File: src/rtl/ifsd_pkg.sv
// Shared types and constants for the IMU frame sync decoder.
package ifsd_pkg;

    localparam logic [7:0] HDR_BYTE  = 8'h55;
    localparam logic [7:0] TYPE_ACC  = 8'h51;
    localparam logic [7:0] TYPE_GYRO = 8'h52;

    // Byte positions within a frame
    localparam logic [3:0] POS_HUNT      = 4'd0;
    localparam logic [3:0] POS_TYPE      = 4'd1;
    localparam logic [3:0] POS_PAY_FIRST = 4'd2;
    localparam logic [3:0] POS_LAST      = 4'd10;

    localparam int PAY_BYTES = 8;
    localparam int PAY_IDX_W = $clog2(PAY_BYTES);
    localparam int RAW_W     = 16;
    localparam int OUT_W     = 17;
    localparam int PROD_W    = 33;
    localparam int TPROD_W   = 39;

    localparam logic KIND_ACC  = 1'b0;
    localparam logic KIND_GYRO = 1'b1;

    // Axis scaling: raw * mult, then arithmetic shift (floor)
    localparam logic signed [OUT_W-1:0] ACC_MULT  = 17'sd40141;
    localparam logic signed [OUT_W-1:0] GYRO_MULT = 17'sd125;
    localparam int ACC_SHIFT  = 15;
    localparam int GYRO_SHIFT = 3;
    localparam logic signed [PROD_W-1:0] AXIS_LIM = 33'sd64000;

    // Temperature: |raw| * 64 / 85 via reciprocal ceil(2^29 / 85), shift 29 - 6
    localparam logic [22:0] TEMP_RECIP = 23'd6316129;
    localparam int TEMP_SHIFT = 23;
    localparam logic signed [OUT_W-1:0] TEMP_OFS = 17'sd9280;

    localparam int QDEPTH  = 2;
    localparam int QPTR_W  = $clog2(QDEPTH);
    localparam int QCNT_W  = $clog2(QDEPTH + 1);

    typedef struct packed {
        logic                    kind;
        logic signed [RAW_W-1:0] raw_x;
        logic signed [RAW_W-1:0] raw_y;
        logic signed [RAW_W-1:0] raw_z;
        logic signed [RAW_W-1:0] raw_t;
    } frame_t;

    typedef struct packed {
        logic full;
        logic valid;
    } q_status_t;

endpackage

File: src/rtl/ifsd_front.sv
// Byte parser: header hunt, type check and payload collection.
module ifsd_front import ifsd_pkg::*; (
    input  logic       aclk,
    input  logic       aresetn,
    input  logic       s_tvalid,
    output logic       s_tready,
    input  logic [7:0] s_tdata,     // [7:0] data_byte
    input  q_status_t  q_status,
    output logic       push,
    output frame_t     push_frame
);

    logic [3:0] pos_reg, pos_next, pos_eff;
    logic       kind_reg, kind_next;
    logic [7:0] pay_reg [PAY_BYTES];
    logic       accept;
    logic [PAY_IDX_W-1:0] pay_idx;

    assign pos_eff  = (pos_reg > POS_LAST) ? POS_HUNT : pos_reg;
    // Stall only on the final byte while the queue has no room
    assign s_tready = (pos_eff != POS_LAST) || !q_status.full;
    assign accept   = s_tvalid && s_tready;
    assign push     = accept && (pos_eff == POS_LAST);
    assign pay_idx  = PAY_IDX_W'(pos_eff - POS_PAY_FIRST);

    assign push_frame.kind  = kind_reg;
    assign push_frame.raw_x = {pay_reg[1], pay_reg[0]};
    assign push_frame.raw_y = {pay_reg[3], pay_reg[2]};
    assign push_frame.raw_z = {pay_reg[5], pay_reg[4]};
    assign push_frame.raw_t = {pay_reg[7], pay_reg[6]};

    always_comb begin
        pos_next  = pos_reg;
        kind_next = kind_reg;
        if (accept) begin
            if (pos_eff == POS_HUNT) begin
                pos_next = (s_tdata == HDR_BYTE) ? POS_TYPE : POS_HUNT;
            end else if (pos_eff == POS_TYPE) begin
                if (s_tdata == TYPE_ACC || s_tdata == TYPE_GYRO) begin
                    kind_next = (s_tdata == TYPE_GYRO) ? KIND_GYRO : KIND_ACC;
                    pos_next  = POS_PAY_FIRST;
                end else begin
                    // re-examine the bad type byte as a header
                    pos_next = (s_tdata == HDR_BYTE) ? POS_TYPE : POS_HUNT;
                end
            end else if (pos_eff < POS_LAST) begin
                pos_next = pos_eff + 4'd1;
            end else begin
                pos_next = POS_HUNT;
            end
        end
    end

    always_ff @(posedge aclk) begin
        if (!aresetn) begin
            pos_reg  <= POS_HUNT;
            kind_reg <= KIND_ACC;
        end else begin
            pos_reg  <= pos_next;
            kind_reg <= kind_next;
        end
    end

    always_ff @(posedge aclk) begin
        if (accept && pos_eff >= POS_PAY_FIRST && pos_eff < POS_LAST) begin
            pay_reg[pay_idx] <= s_tdata;
        end
    end

endmodule

File: src/rtl/ifsd_queue.sv
// Two-entry frame queue between parser and scaling pipeline.
module ifsd_queue import ifsd_pkg::*; (
    input  logic      aclk,
    input  logic      aresetn,
    input  logic      push,
    input  frame_t    push_frame,
    input  logic      pop,
    output q_status_t q_status,
    output frame_t    pop_frame
);

    frame_t              ent_reg [QDEPTH];
    logic [QPTR_W-1:0]   wr_ptr_reg, rd_ptr_reg;
    logic [QCNT_W-1:0]   cnt_reg, cnt_next;
    logic                do_push, do_pop;

    assign q_status.full  = (cnt_reg == QCNT_W'(QDEPTH));
    assign q_status.valid = (cnt_reg != '0);
    assign do_push        = push && !q_status.full;
    assign do_pop         = pop && q_status.valid;
    assign pop_frame      = ent_reg[rd_ptr_reg];

    always_comb begin
        cnt_next = cnt_reg;
        if (do_push && !do_pop) begin
            cnt_next = cnt_reg + QCNT_W'(1);
        end else if (do_pop && !do_push) begin
            cnt_next = cnt_reg - QCNT_W'(1);
        end
    end

    always_ff @(posedge aclk) begin
        if (!aresetn) begin
            wr_ptr_reg <= '0;
            rd_ptr_reg <= '0;
            cnt_reg    <= '0;
        end else begin
            cnt_reg <= cnt_next;
            if (do_push) begin
                wr_ptr_reg <= wr_ptr_reg + QPTR_W'(1);
            end
            if (do_pop) begin
                rd_ptr_reg <= rd_ptr_reg + QPTR_W'(1);
            end
        end
    end

    always_ff @(posedge aclk) begin
        if (do_push) begin
            ent_reg[wr_ptr_reg] <= push_frame;
        end
    end

endmodule

File: src/rtl/ifsd_back.sv
// Scaling pipeline: multiply stage, then shift/saturate/offset into the output register.
module ifsd_back import ifsd_pkg::*; (
    input  logic        aclk,
    input  logic        aresetn,
    input  q_status_t   q_status,
    input  frame_t      pop_frame,
    output logic        pop,
    output logic        m_tvalid,
    input  logic        m_tready,
    output logic [71:0] m_tdata,
    output logic        m_tuser
);

    logic                      s1_valid_reg;
    logic                      s1_kind_reg;
    logic signed [PROD_W-1:0]  s1_px_reg, s1_py_reg, s1_pz_reg;
    logic [TPROD_W-1:0]        s1_pt_reg;
    logic                      s1_tneg_reg;

    logic                      out_valid_reg;
    logic                      out_kind_reg;
    logic [OUT_W-1:0]          out_x_reg, out_y_reg, out_z_reg, out_t_reg;

    logic                      out_ready, s1_ready;
    logic signed [OUT_W-1:0]   axis_mult;
    logic                      t_neg;
    logic [RAW_W-1:0]          t_mag;
    logic [RAW_W-1:0]          t_quot;
    logic signed [OUT_W-1:0]   t_signed;

    function automatic logic [OUT_W-1:0] scale_out(logic signed [PROD_W-1:0] prod,
                                                   logic gyro);
        logic signed [PROD_W-1:0] v;
        v = gyro ? (prod >>> GYRO_SHIFT) : (prod >>> ACC_SHIFT);
        if (v > AXIS_LIM) begin
            v = AXIS_LIM;
        end else if (v < -AXIS_LIM) begin
            v = -AXIS_LIM;
        end
        return v[OUT_W-1:0];
    endfunction

    assign out_ready = !out_valid_reg || m_tready;
    assign s1_ready  = !s1_valid_reg || out_ready;
    assign pop       = q_status.valid && s1_ready;

    assign axis_mult = (pop_frame.kind == KIND_GYRO) ? GYRO_MULT : ACC_MULT;
    assign t_neg     = pop_frame.raw_t[RAW_W-1];
    assign t_mag     = t_neg ? RAW_W'(-pop_frame.raw_t) : pop_frame.raw_t;
    assign t_quot    = s1_pt_reg[TEMP_SHIFT +: RAW_W];
    assign t_signed  = s1_tneg_reg ? -$signed(OUT_W'(t_quot)) : $signed(OUT_W'(t_quot));

    always_ff @(posedge aclk) begin
        if (!aresetn) begin
            s1_valid_reg  <= 1'b0;
            out_valid_reg <= 1'b0;
        end else begin
            if (s1_ready) begin
                s1_valid_reg <= q_status.valid;
            end
            if (out_ready) begin
                out_valid_reg <= s1_valid_reg;
            end
        end
    end

    always_ff @(posedge aclk) begin
        if (pop) begin
            s1_kind_reg <= pop_frame.kind;
            s1_px_reg   <= PROD_W'(pop_frame.raw_x) * PROD_W'(axis_mult);
            s1_py_reg   <= PROD_W'(pop_frame.raw_y) * PROD_W'(axis_mult);
            s1_pz_reg   <= PROD_W'(pop_frame.raw_z) * PROD_W'(axis_mult);
            s1_pt_reg   <= TPROD_W'(t_mag) * TPROD_W'(TEMP_RECIP);
            s1_tneg_reg <= t_neg;
        end
        if (out_ready && s1_valid_reg) begin
            out_kind_reg <= s1_kind_reg;
            out_x_reg    <= scale_out(s1_px_reg, s1_kind_reg);
            out_y_reg    <= scale_out(s1_py_reg, s1_kind_reg);
            out_z_reg    <= scale_out(s1_pz_reg, s1_kind_reg);
            out_t_reg    <= t_signed + TEMP_OFS;
        end
    end

    assign m_tvalid = out_valid_reg;
    assign m_tuser  = out_kind_reg;
    assign m_tdata  = {4'b0, out_t_reg, out_z_reg, out_y_reg, out_x_reg};

endmodule

File: src/rtl/imu_frame_sync_decoder_unit.sv
// Top level of the IMU frame sync decoder: byte stream in, scaled frames out.
//
//  Channel | Direction | tdata (low bit up)                     | tuser
//  --------+-----------+----------------------------------------+------------
//  s_      | in        | data_byte[7:0]                         | -
//  m_      | out       | axis_x, axis_y, axis_z, temperature    | frame_kind
//          |           | (17 bits each, [67:0]; [71:68] zero)   |
//
//  Cycles: one byte transaction per clock while the result side keeps up.
//  After the eleventh byte a result passes the queue, the multiply stage, then
//  the output register with shift, saturation and temperature offset.
//  Reset: synchronous, active low; the parser returns to header hunt, queue and
//  pipeline empty. Payload bytes hold no reset value.
//  Stalls: m_tready low fills the output register, the multiply stage and the
//  two-entry queue; only then does s_tready drop, and only on a final frame byte.
module imu_frame_sync_decoder_unit import ifsd_pkg::*; (
    input  logic        aclk,
    input  logic        aresetn,
    input  logic        s_tvalid,
    output logic        s_tready,
    input  logic [7:0]  s_tdata,    // [7:0] data_byte
    output logic        m_tvalid,
    input  logic        m_tready,
    output logic [71:0] m_tdata,    // [16:0] axis_x, [33:17] axis_y, [50:34] axis_z,
                                    // [67:51] temperature, [71:68] zero
    output logic        m_tuser     // [0] frame_kind
);

    q_status_t q_status;
    logic      push, pop;
    frame_t    push_frame, pop_frame;

    // Front: hunt headers, check type, collect payload, hand over complete frames
    ifsd_front u_front (
        .aclk       (aclk),
        .aresetn    (aresetn),
        .s_tvalid   (s_tvalid),
        .s_tready   (s_tready),
        .s_tdata    (s_tdata),
        .q_status   (q_status),
        .push       (push),
        .push_frame (push_frame)
    );

    // Decouple parser from scaling so either side can stall
    ifsd_queue u_queue (
        .aclk       (aclk),
        .aresetn    (aresetn),
        .push       (push),
        .push_frame (push_frame),
        .pop        (pop),
        .q_status   (q_status),
        .pop_frame  (pop_frame)
    );

    // Back: scale axes and temperature, drive the result channel
    ifsd_back u_back (
        .aclk       (aclk),
        .aresetn    (aresetn),
        .q_status   (q_status),
        .pop_frame  (pop_frame),
        .pop        (pop),
        .m_tvalid   (m_tvalid),
        .m_tready   (m_tready),
        .m_tdata    (m_tdata),
        .m_tuser    (m_tuser)
    );

endmodule

File: config.mk
export PLATFORM = sky130hd
export DESIGN_NAME = imu_frame_sync_decoder_unit
export DESIGN_NICKNAME = d
export VERILOG_FILES = /design/src/rtl/ifsd_pkg.sv /design/src/rtl/ifsd_front.sv /design/src/rtl/ifsd_queue.sv /design/src/rtl/ifsd_back.sv /design/src/rtl/imu_frame_sync_decoder_unit.sv
export SDC_FILE = /design/constraint.sdc
export NUM_CORES = 2
export LEC_CHECK = 0
export BUFFER_PORTS_ARGS = -buffer_cell sky130_fd_sc_hd__buf_2
export CORE_UTILIZATION = 58
export CTS_CLUSTER_DIAMETER = 120
export DETAILED_ROUTE_END_ITERATION = 8
export GPL_ROUTABILITY_DRIVEN = 0
export PLACE_DENSITY = 0.85
export SLEW_MARGIN = 20
export SYNTH_ARGS = -nofsm -noshare
export SYNTH_HDL_FRONTEND = slang
export SYNTH_SLANG_ARGS = --single-unit
File: constraint.sdc
create_clock -name aclk -period 7.4 [get_ports aclk]
set_clock_uncertainty 0.05 [all_clocks]
set_input_delay 1.48 -clock aclk [delete_from_list [all_inputs] [get_ports aclk]]
set_output_delay 1.48 -clock aclk [all_outputs]
set_load 0.01 [all_outputs]
== Word-level counts from Yosys, hierarchy flattened ==
Memory sizes are Yosys's and may differ from the RTL's. A register that Yosys moved wholly into a read port is not among the register bits.
Cells that the tools add are included.
Cells by class
  multiply operators: 4
  bitwise logic cells: 1
  equal/unequal tests: 7
  mux-type cells: 24
  order comparisons: 9
  add/sub/neg operators: 9
  reduce and logical (&&, ||, !) cells: 26
Operators with widths (count)
  multiplier 16 x 17 -> 33 bit: 3
  greater-than comparator 30 x 17 -> 1 bit, second input constant: 3
  < comparator 30 x 17 -> 1 bit, second input constant: 3
  2-to-1 mux 29 bit: 3
  2-to-1 mux 17 bit: 4
  multiplier 16 x 23 -> 39 bit, second input constant: 1
  2-to-1 mux 16 bit: 2
  equality test 8 x 7 -> 1 bit, second input constant: 3
  2-to-1 mux 4 bit: 5
  adder 17 x 15 -> 17 bit, second input constant: 1
  negation 16 -> 17 bit: 1
  negation 16 bit: 1
  logical AND 1 bit: 10
  2-to-1 mux 1 bit: 8
  OR reduction 2 bit: 3
  zero test 1 bit: 5
  adder 4 x 1 -> 4 bit, second input constant: 1
  equality test 4 x 1 -> 1 bit, second input constant: 1
  equality test 4 bit, second input constant: 1
  greater-or-equal comparator 4 x 2 -> 1 bit, second input constant: 1
  greater-than comparator 4 bit, second input constant: 1
  zero test 4 bit: 1
  logical OR 1 bit: 4
  < comparator 4 bit, second input constant: 1
  10 further kinds: 13
Storage, ports and cells
  input port bits: 12
  word-level logic and storage cells: 103
  RAM bits: 194
  memories: 2
  flip-flop bits (word level): 220
Memories
  u_queue.ent_reg: depth 2, width 65, read ports 1, clocked after Yosys merged registers in 1, wr ports 1, line ifsd_queue.sv:12  | frame_t ent_reg [QDEPTH];
  u_front.pay_reg: depth 8, width 8, read ports 8, clocked after Yosys merged registers in 0, wr ports 1, line ifsd_front.sv:15  | logic [7:0] pay_reg [PAY_BYTES];

== Depth between registers and ports, before layout ==
  word-level depth: 11
  gate-level depth with buffers: 31
  depth with buffers taken out: 26

== By module ==
From an unflattened synthesis, not the netlist that was laid out.
Second synthesis, totals
  cells, all modules: 3197
  area, all modules: 36528.8 µm²
By module, submodules not included
  ifsd_back: cells each 2828, sequential area each 5355.1 µm², times used 1, area each 29092.9 µm²
  ifsd_queue: cells each 227, sequential area each 4003.8 µm², times used 1, area each 4941.0 µm²
  ifsd_front: cells each 142, sequential area each 2021.9 µm², times used 1, area each 2494.9 µm²

== Least setup slack after synthesis ==
No wires, ideal clock.
  path type: reg2reg
  start point: register with a tool-made name
  end point: register u_back.s1_pz_reg[32] (data pin)
  cell stages (with the launch flop): 28
  slack: -0.204 ns
  data required time: 7.090 ns
  period minus slack after synthesis: 7.604 ns
  path buffers: 5
  setup time: 0.260 ns
  arrival time: 7.295 ns
  path through: dfxtp_1 -> buf_4 -> buf_2 -> buf_2 -> buf_1 -> buf_2 -> mux2i_1 -> nor2_1 -> fa_1 -> fa_1 -> inv_1 -> fa_1 -> inv_1 -> fa_1 -> fa_1 -> inv_1 -> fa_1 -> inv_1 -> ha_1 -> a21o_1 -> a21o_1 -> a21o_1 -> a221oi_2 -> o21ai_1 -> a221oi_2 -> o2111ai_1 -> a21oi_1 -> xnor2_1
RTL lines
  end signal, assigned: line ifsd_back.sv:72  | s1_pz_reg <= PROD_W'(pop_frame.raw_z) * PROD_W'(axis_mult);
  end, declared: line ifsd_back.sv:16  | logic signed [PROD_W-1:0] s1_px_reg, s1_py_reg, s1_pz_reg;

==> impl_metrics.py <==
metrics = {
    "setup_path": {
        "reg2reg_slack_ns": 0.04,
        "path_class": "register to register",
        "cp_max_fo": 20,
        "slowest_delay_ns": 0.55,
        "critPathCaptureType": "register",
        "critPathLaunchType": "register",
        "crit_slowest_cell": "fa_1",
        "critical_path_required_ns": 7.78,
        "worstPathArrival_ns": 7.74,
        "ff2ff_path_depth": 27,
    },
    "sta": {
        "worst_pin_slew_ns": 1.01,
        "clock.fmax_ghz": 0.136,
        "finalMaxSlewViolations": 0,
        "finalCritPeriodShare_pct": 99.5,
        "relSlewSlack_pct": 32.8,
        "setup_violations": 0,
        "fin_crit_ns": 7.36,
        "hold_violations": 0,
        "tns_ns": 0,
    },
    "yosys": {
        "yosysUniqueCellTypes": 84,
        "yosys.area.top_type_share_pct": 30.9,
        "synth-main-ff-cell": "edfxtp_1",
        "synth_area_mm2": 0.0360,
        "synth_seq_cells": 383,
        "synth_top_area_cell": "edfxtp_1",
        "synth_edf_count": 371,
        "syn_area_per_cell_um2": 11.2,
        "synth_cells": 3210,
        "synthTopCellsByArea": "edfxtp_1 31%, fa_1 21%, ha_1 20%, inv_1 7.7%, mux2i_1 2.6%",
        "async_flop_share_pct": 0,
        "synth-warning-count": 0,
        "synth-seq-area-share_pct": 31.6,
    },
    "die": {
        "placement_rows": 90,
        "dieWidth_um": 251,
        "coreArea_mm2": 0.0608,
        "die_area_mm2": 0.0631,
        "io_pins": 87,
        "start_util_pct": 59.2,
        "die_height_um": 251,
    },
    "layout": {
        "n_fill_cell": 4326,
        "nNetsFinal": 4281,
        "largest_reg_flops": 130,
        "multi_input_area_mm2": 0.0219,
        "final_util_pct": 64.5,
        "drive_above_1_share_pct": 7.98,
        "final_cells": 4141,
        "area_growth_syn_to_layout_pct": 8.93,
        "register_area_mm2": 0.0114,
    },
    "clock_tree": {
        "cts_root_buf": "clkbuf_16",
        "numCtsBuffers": 41,
        "htreeDepth": 2,
        "worstSkewPairLatency_ns": 0.58,
        "holdBufCountCts": 0,
        "tritoncts": "done",
        "clkSlewWorstSetupHoldPaths_ns": 0.07,
        "clockBufferDepth": 3,
        "clock-sinks": 383,
    },
    "global_routing": {
        "antenna_found_initial": 0,
        "top_usage_layer": "met2",
        "met2_usage_pct": 41.6,
        "met3_usage_pct": 3.23,
        "overflow": 0,
        "use_met1_pct": 29.9,
        "grt_pass1_wl_mm": 119,
        "grt_pass1_vias": 24000,
        "track_usage_pct": 23.6,
        "grt_max_degree": 78,
    },
    "routing": {
        "post_drt_via_cell_ratio": 5.61,
        "drt_iter0_markers": 1600,
        "remaining_drc_errors": 0,
        "antenna_left": 0,
        "wl_mm": 76.4,
        "firstDrtPassIters": 5,
        "vias": 23200,
        "wl_per_cell_um": 18.4,
    },
    "run": {
        "maxCapViolCount": 0,
    },
    "placed_design": {
        "port_buffers": 82,
        "dp_hpwl_mm": 58.9,
        "place_inst": 4054,
    },
    "power": {
        "p_per_area_mw_per_mm2": 149,
        "power.total_mw": 5.84,
        "peakVddDrop_v": 0.000138,
        "p_leak_nw": 18.6,
    },
    "hold_path": {
        "min-delay-start": "u_front.pay_reg[7][1]$_DFFE_PP_",
        "hold_path_depth": 0,
        "holdCritPathClass": "register to register",
    },
    "status": {
        "outcome": "completed",
    },
}
-- synth_stat cells, types with 3 or more instances --
master and number:
xnor2_1 95, nor4_1 19, ha_1 562, inv_1 738, nand3b_1 3, dfxtp_1 12
a41oi_1 3, nor2b_1 13, o21ai_1 8, o21ai_0 62, nand4_1 18, nand2_1 126
and2_1 15, nand3_1 33, a21boi_0 7, o211ai_1 4, xor2_1 47, or3_1 10
o31ai_1 10, nand2b_1 21, and3_1 15, o21a_1 17, or2_2 11, fa_1 380
mux2_2 11, nor3_1 24, edfxtp_1 371, or4_1 8, a211oi_1 11, nor2_1 169
a32oi_1 3, o22a_1 3, a31oi_1 16, o21bai_1 16, a211o_1 5, buf_1 5
clkbuf_1 35, o22ai_1 6, a21oi_1 94, o2111ai_1 7, buf_2 8, mux2i_1 93
buf_4 5, o32ai_1 3, a21o_1 37
-- layer usage --
layer  routed length, µm  up-vias  part of all wire [%]
met2               38900      744                    51
li1                    -    10900                     -
met1               30900    11500                    40
met4                2450        0                   3.2
met3                4170      176                   5.5
met5                   0        -                     0
-- power by group --
group	internal, mW	switching [mW]
Sequential	2.77	0.252
Combinational	0.278	0.428
Clock	1.24	0.876
Total	4.29	1.56
-- cells by family after synthesis --
logic type / synth area share (%)
AOI/OAI and AO/OA: 6.27
xor gates and xnor gates: 3.45
adders and majority gates: 40.7
buffers and inverters: 8.35
DFF: 31.6
muxes: 2.99
other: 0.0104
and+or+nand+nor: 6.66
-- area by class of cell --
| type | instances | share of cell area, % |
|---|---|---|
| multi-input cells | 2039 | 55.8 |
| flip-flops and latches | 383 | 29.0 |
| inverters | 740 | 7.10 |
| clock buffers | 44 | 2.64 |
| well taps | 782 | 2.49 |
| repair buffers | 122 | 2.07 |
| clock inverters | 30 | 0.884 |
| diodes | 1 | 0.00638 |
-- worst paths after layout --
path | endpoint
max | u_back.s1_pt_reg[35]$_DFFE_PP_
min | u_queue.ent_reg[0][9]$_DFFE_PP_
max reg2reg | u_back.s1_pt_reg[35]$_DFFE_PP_
min reg2reg | u_queue.ent_reg[0][9]$_DFFE_PP_
-- worst max-delay path: cells and delay by family, from the launching register on --
kind                       cells  cell delay, ns
AOI/OAI and AO/OA              8            1.77
xor gates and xnor gates       1            0.16
DFF                            1            0.43
muxes                          1            0.35
adders and majority gates      7            2.83
and+or+nand+nor                5            1.04
buffers and inverters          5            0.57
-- repair_timing --
action	4_1_cts	5_1_grt
pin swaps	0	11
hold endpoints to repair	0	0
endpoints found under the setup margin	2	25
setup buffers	0	9
cloned	0	3
resized for setup	2	47
-- stage by stage --
step	cell area, µm²	worst slack [ns]	hold slack, ns
floorplan	36000	0.0194	0.371
global placement	37500	0.298	0.371
detailed placement	37500	-0.0275	0.380
CTS	38900	0.0247	0.390
global route	39200	-0.232	0.396
finish	39200	0.0369	0.381
-- cells in the final DEF (no fill, tap or decap), drive strengths merged, types with 17 or more instances in the layout --
cell type	netlist	layout
edfxtp	371	371
a21oi	96	96
a21o	37	37
ha	562	562
mux2i	93	93
clkbuf	35	47
a31oi	17	17
buf	18	119
xnor2	95	95
nor4	20	20
inv	740	743
nor3	25	25
fa	380	380
nand3	33	33
nor2	169	169
nand4	18	18
o21a	17	17
nand2	126	126
o21ai	70	70
xor2	47	47
nand2b	21	21
clkinv	0	17
(Power assumes the default switching activity.)
